File: src/rtl/isc_pkg.sv
// Shared types, widths, register indexes and saturation helpers for the
// inertial sample conditioner. No dependencies; every other rtl file uses it.
package isc_pkg;

   localparam int RAW_WIDTH = 16;

   // accel offset difference, one guard bit above the wider operand plus sign headroom
   localparam int ACC_D_W   = ((RAW_WIDTH > 16) ? RAW_WIDTH : 16) + 2;
   localparam int ACC_P_W   = ACC_D_W + 16;
   localparam int FRESH_W   = ACC_P_W + 17;
   localparam int DECAY_W   = 50;
   localparam int SUM_W     = FRESH_W + 1;
   localparam int GYRO_P_W  = RAW_WIDTH + 17;
   localparam int MAG_P_W   = RAW_WIDTH + 18;

   localparam longint RAW_MAX = (longint'(1) << (RAW_WIDTH - 1)) - 1;
   localparam longint RAW_MIN = -RAW_MAX - 1;
   localparam longint S32_MAX = 64'sd2147483647;
   localparam longint S32_MIN = -64'sd2147483648;

   localparam int CSR_IDX_W = 3;
   localparam int CSR_DAT_W = 48;

   localparam logic [CSR_IDX_W-1:0] CSR_ACCEL_OFFSETS = 3'd0;
   localparam logic [CSR_IDX_W-1:0] CSR_GYRO_OFFSETS  = 3'd1;
   localparam logic [CSR_IDX_W-1:0] CSR_ACCEL_SCALES  = 3'd2;
   localparam logic [CSR_IDX_W-1:0] CSR_SMOOTH_WEIGHT = 3'd3;
   localparam logic [CSR_IDX_W-1:0] CSR_GYRO_GAIN     = 3'd4;
   localparam logic [CSR_IDX_W-1:0] CSR_MAG_GAIN      = 3'd5;
   localparam logic [CSR_IDX_W-1:0] CSR_MAG_MOUNT     = 3'd6;

   localparam logic [1:0] MOUNT_SWAP_XY  = 2'd1;
   localparam logic [1:0] MOUNT_SWAP_NEG = 2'd2;

   typedef struct packed {
      logic                        read_ok;
      logic signed [RAW_WIDTH-1:0] raw_ax;
      logic signed [RAW_WIDTH-1:0] raw_ay;
      logic signed [RAW_WIDTH-1:0] raw_az;
      logic signed [RAW_WIDTH-1:0] raw_gx;
      logic signed [RAW_WIDTH-1:0] raw_gy;
      logic signed [RAW_WIDTH-1:0] raw_gz;
      logic signed [RAW_WIDTH-1:0] raw_mx;
      logic signed [RAW_WIDTH-1:0] raw_my;
      logic signed [RAW_WIDTH-1:0] raw_mz;
   } req_data_type;

   typedef struct packed {
      logic signed [31:0] acc_x;
      logic signed [31:0] acc_y;
      logic signed [31:0] acc_z;
      logic signed [31:0] rate_x;
      logic signed [31:0] rate_y;
      logic signed [31:0] rate_z;
      logic signed [31:0] field_x;
      logic signed [31:0] field_y;
      logic signed [31:0] field_z;
   } rsp_data_type;

   typedef enum logic [1:0] {
      ST_IDLE,
      ST_MUL1,
      ST_MUL2,
      ST_SUM
   } state_type;

   typedef struct packed {
      logic capture;
      logic stage1;
      logic stage2;
      logic commit;
   } cmd_type;

   typedef struct packed {
      logic read_ok;
      logic rsp_pending;
   } status_type;

   function automatic logic signed [31:0] sat32(input logic signed [63:0] v);
      logic signed [31:0] r;
      if (v > S32_MAX)
         r = 32'sh7fffffff;
      else if (v < S32_MIN)
         r = 32'sh80000000;
      else
         r = v[31:0];
      return r;
   endfunction

   function automatic logic signed [RAW_WIDTH-1:0] sat_raw(input logic signed [63:0] v);
      logic signed [RAW_WIDTH-1:0] r;
      if (v > RAW_MAX)
         r = RAW_WIDTH'(RAW_MAX);
      else if (v < RAW_MIN)
         r = RAW_WIDTH'(RAW_MIN);
      else
         r = v[RAW_WIDTH-1:0];
      return r;
   endfunction

endpackage

File: src/rtl/isc_ctrl.sv
// Sequencer for the conditioner: accept, two multiply steps, sum and commit.
// Depends on isc_pkg (state, command and status types).
module isc_ctrl (
   input  logic                clock,
   input  logic                reset,
   input  logic                req_valid,
   output logic                req_ready,
   input  isc_pkg::status_type status,
   output isc_pkg::cmd_type    cmd
);

   isc_pkg::state_type state_ff, state_in;

   always_ff @(posedge clock) begin
      if (reset)
         state_ff <= isc_pkg::ST_IDLE;
      else
         state_ff <= state_in;
   end

   always_comb begin
      state_in = state_ff;
      unique case (state_ff)
         isc_pkg::ST_IDLE: begin
            // a failed read is taken and dropped here
            if (req_valid && status.read_ok)
               state_in = isc_pkg::ST_MUL1;
         end
         isc_pkg::ST_MUL1: state_in = isc_pkg::ST_MUL2;
         isc_pkg::ST_MUL2: state_in = isc_pkg::ST_SUM;
         isc_pkg::ST_SUM: begin
            if (!status.rsp_pending)
               state_in = isc_pkg::ST_IDLE;
         end
         default: state_in = isc_pkg::ST_IDLE;
      endcase
   end

   always_comb begin
      req_ready   = 1'b0;
      cmd         = '0;
      unique case (state_ff)
         isc_pkg::ST_IDLE: begin
            req_ready   = 1'b1;
            cmd.capture = req_valid && status.read_ok;
         end
         isc_pkg::ST_MUL1: cmd.stage1 = 1'b1;
         isc_pkg::ST_MUL2: cmd.stage2 = 1'b1;
         isc_pkg::ST_SUM:  cmd.commit = !status.rsp_pending;
         default: ;
      endcase
   end

endmodule

File: config.mk
export PLATFORM = sky130hd
export DESIGN_NAME = isc_ctrl
export DESIGN_NICKNAME = d
export VERILOG_FILES = /design/src/rtl/isc_pkg.sv /design/src/rtl/isc_ctrl.sv
export SDC_FILE = /design/constraint.sdc
export NUM_CORES = 1
export LEC_CHECK = 0
export BUFFER_PORTS_ARGS = -buffer_cell sky130_fd_sc_hd__buf_2
export CAP_MARGIN = 20
export CORE_AREA = 2 2 39 41
export CTS_CLUSTER_DIAMETER = 80
export DETAILED_ROUTE_END_ITERATION = 16
export DIE_AREA = 0 0 41 43
export PLACE_DENSITY = 0.31
export SETUP_SLACK_MARGIN = 0.1
export SLEW_MARGIN = 25
export SYNTH_ARGS = -nofsm -noshare
export SYNTH_HDL_FRONTEND = slang
export SYNTH_SLANG_ARGS = --single-unit
File: constraint.sdc
create_clock -name clock -period 2.1 [get_ports clock]
set_input_delay 0.21 -clock clock [delete_from_list [all_inputs] [get_ports clock]]
set_output_delay 0.21 -clock clock [all_outputs]
set_load 0.005 [all_outputs]
==> results summary <==
The tree is rooted in a clkbuf_4. For this run, asynchronously set or reset flops after synthesis account for 0. The number of port buffers came out at 9. After routing the design area is 285 sq um. The HPWL reported at the end of detailed placement is 321 um. The run finished with clean final reports. The max-capacitance violation count came out at 0. For this design the top-level I/O count stands at 10. The min-delay analysis places its worst path in the category input pin to flip-flop. The number of global-route vias before repair came out at 156. For this run, the detailed router's first-pass iteration total came to 1. The total internal power is 206 uW.

The final antenna-violating net count came out at 0. The average cell area after synthesis is 10.4 sq um. The full die area is 1760 sq um. The synthesized instance count is 19.

The chip width is 41 um. Setup repair after global routing left no endpoint under its margin. The pre-CTS worst setup slack came out at 876 ps. The final number of max-transition violations was 0. The part of the power in combinational logic is 0.517. The final antenna diode count is 0. The critical path capture point type is an output port.

After clock tree synthesis, the clock-pin slew on the worst setup and hold paths is 30 ps. The final-stage net count is 43. The synthesized area is 198 sq um. The hold path depth is 3. The total power per unit cell area came out at 1160 nW/um^2.

The worst path in the final design needs a cycle of 1460 ps, including I/O delays and setup. The total wire length is 390 um. The share of final-layout standard cells stronger than drive strength 1 is 0.484. The proportion of netlist area held by the largest area contributor is 0.316. The relative area change from synthesis to final layout is 44.3%.

In this run, synthesis produced a sequential element count of 2. The power share of the sequential group came out at 0.220. The sum of negative setup slack came out at 0 ps. The floorplan die height is 43 um. The buffer depth of the longest clock path is 2. The global route total overflow came out at 0. The largest registers in the layout are state_ff: 2 flops. The worst setup path is of the flip-flop to output port kind.

Static timing analysis puts the maximum clock frequency at 0.683 GHz. Of all cell types, the one taking the most synthesized area is ha_1. The count of vias placed by the detailed router is 171.

In the synthesized netlist the dominant register cell turns out to be dfxtp_1. The most used standard cell by instance count after synthesis is ha_1. For this configuration, the core starts out at a cell density of 0.143. The CTS H-tree depth is 1. At the end of routability-driven placement, the weighted congestion stood at 0.691.

Clock latency on the worst-skew pair, taken at its later pin, is 230 ps. The setup-violating endpoint count in the final report is 0. The number of flip-flops in the largest register is 2. The TritonCTS clock tree is built.

The wire length of the first global-routing pass came out at 621 um. The total net switching power came out at 125 uW. Clock tree synthesis inserted a total of 3 buffers.

Of the available clock period, the critical path in the final layout requires 0.697. The number of clock sinks seen by CTS came out at 2. The number of nets in the synthesized netlist came out at 29.

The final worst slack came out at 635 ps. The data arrival time of the critical path came out at 1250 ps. The number of flops mapped to enable cells by yosys came out at 0. The final hold violation count came out at 0. In the global route stage, overall resource usage came out at 0.0591. In this run the tightest slew margin relative to its limit is 0.891. STA classifies the critical path startpoint as a flip-flop.

By count the netlist is led by 5 x ha_1, 3 x nand2b_1, 2 x dfxtp_1, 2 x inv_1, 2 x mux2i_1. The switching share of total power came out at 0.378. Entering global routing, the biggest net connects 5 pins. After synthesis, the cell types taking the most area are ha_1 32%, dfxtp_1 20%, a22oi_4 11%, mux2i_1 10%, nand2b_1 9.5%. The share of the Yosys chip area taken by registers is 0.203. The number of setup buffers added after CTS is 0. In this run the static leakage power is 0.148 nW. The hold buffer count at cts is 0. The core area is 1380 sq um. The detail-routed net length per standard cell is 8.30 um. The post-CTS resize count is 0. The number of placement rows is 14. The largest voltage drop on the vdd net is 0.306 mV. The worst reg2reg path depth is 4. At the pin with the least slew margin, the transition time is 164 ps. Summing all placed instances gives a cell area of 263 sq um.

The maximum clock skew at final layout is 7.48 ps. In this run the worst path has a maximum fanout of 4. The count of routing violations after the opening detailed-route iteration came out at 0. The remaining design rule violation count is 0. The initial antenna violation count is 0.

Counting flops per register, the top entry is state_ff. The via density per instance came out at 3.64. The part of the power in the clock network came out at 0.263.

Yosys printed 0 warnings. The required arrival time at the worst endpoint is 1890 ps. The distinct cell type count after synthesis came out at 10.
[metal layers]
layer	track usage	vias to the layer above	share of wire
li1	-	86	-
met1	0.0607	75	0.42
met2	0.0688	8	0.44
met3	0.0471	2	0.10
met4	0.0600	0	0.031
met5	0	-	0
[cell type report]
type                       count  area, sq um
fill                         164         1100
multi-input combinational     15          150
timing repair buffer           9         45.0
sequential                     2         40.0
clock buffer                   3         22.5
tap                           16         20.0
inverter                       2         7.51
[cells in the final DEF (no fill, tap or decap), drive strengths merged]
cell type,count
mux2i,2
buf,9
ha,5
clkbuf,3
nor2b,1
and3,1
dfxtp,2
a22oi,1
nand2,1
o21bai,1
inv,2
nand2b,3
[stage by stage]
step	instances	hold WS [ps]	power, mW	utilization
6_report	47	302	0.331	0.206
3_3_place_gp	44	513	0.250	0.190
4_1_cts	47	288	0.343	0.206
2_1_floorplan	19	390	0.191	-
3_5_place_dp	44	518	0.249	0.190
5_1_grt	47	317	0.367	0.206
[worst paths after layout]
kind                from  slack, ps          end
max          state_ff[0]        640       cmd[3]
min                reset        300  state_ff[0]
min reg2reg  state_ff[0]        520  state_ff[0]
max reg2reg  state_ff[0]        920  state_ff[1]
[cell families (layout without fill, tap and decap cells)]
kind of cell | after synthesis | in the layout | synth area share
simple gates | 6 | 6 | 0.196
fa+ha+maj | 5 | 5 | 0.316
compound gates | 2 | 2 | 0.146
mux | 2 | 2 | 0.101
flops | 2 | 2 | 0.203
buf+inv | 2 | 14 | 0.0380
[power by group through the flow]
stage	Sequential, mW	Combinational (mW)	Clock (mW)
6_report	0.0727	0.171	0.0870
5_1_grt	0.0757	0.194	0.0974
4_1_cts	0.0726	0.176	0.0937
3_5_place_dp	0.0732	0.175	0
3_3_place_gp	0.0728	0.178	0
2_1_floorplan	0.0684	0.122	0
[worst max-delay path: stages (launching register included)]
cell and delay [ps]:
dfxtp_1 370, inv_1 100, ha_1 250, and3_2 180, buf_2 120
(Power assumes the default switching activity.)
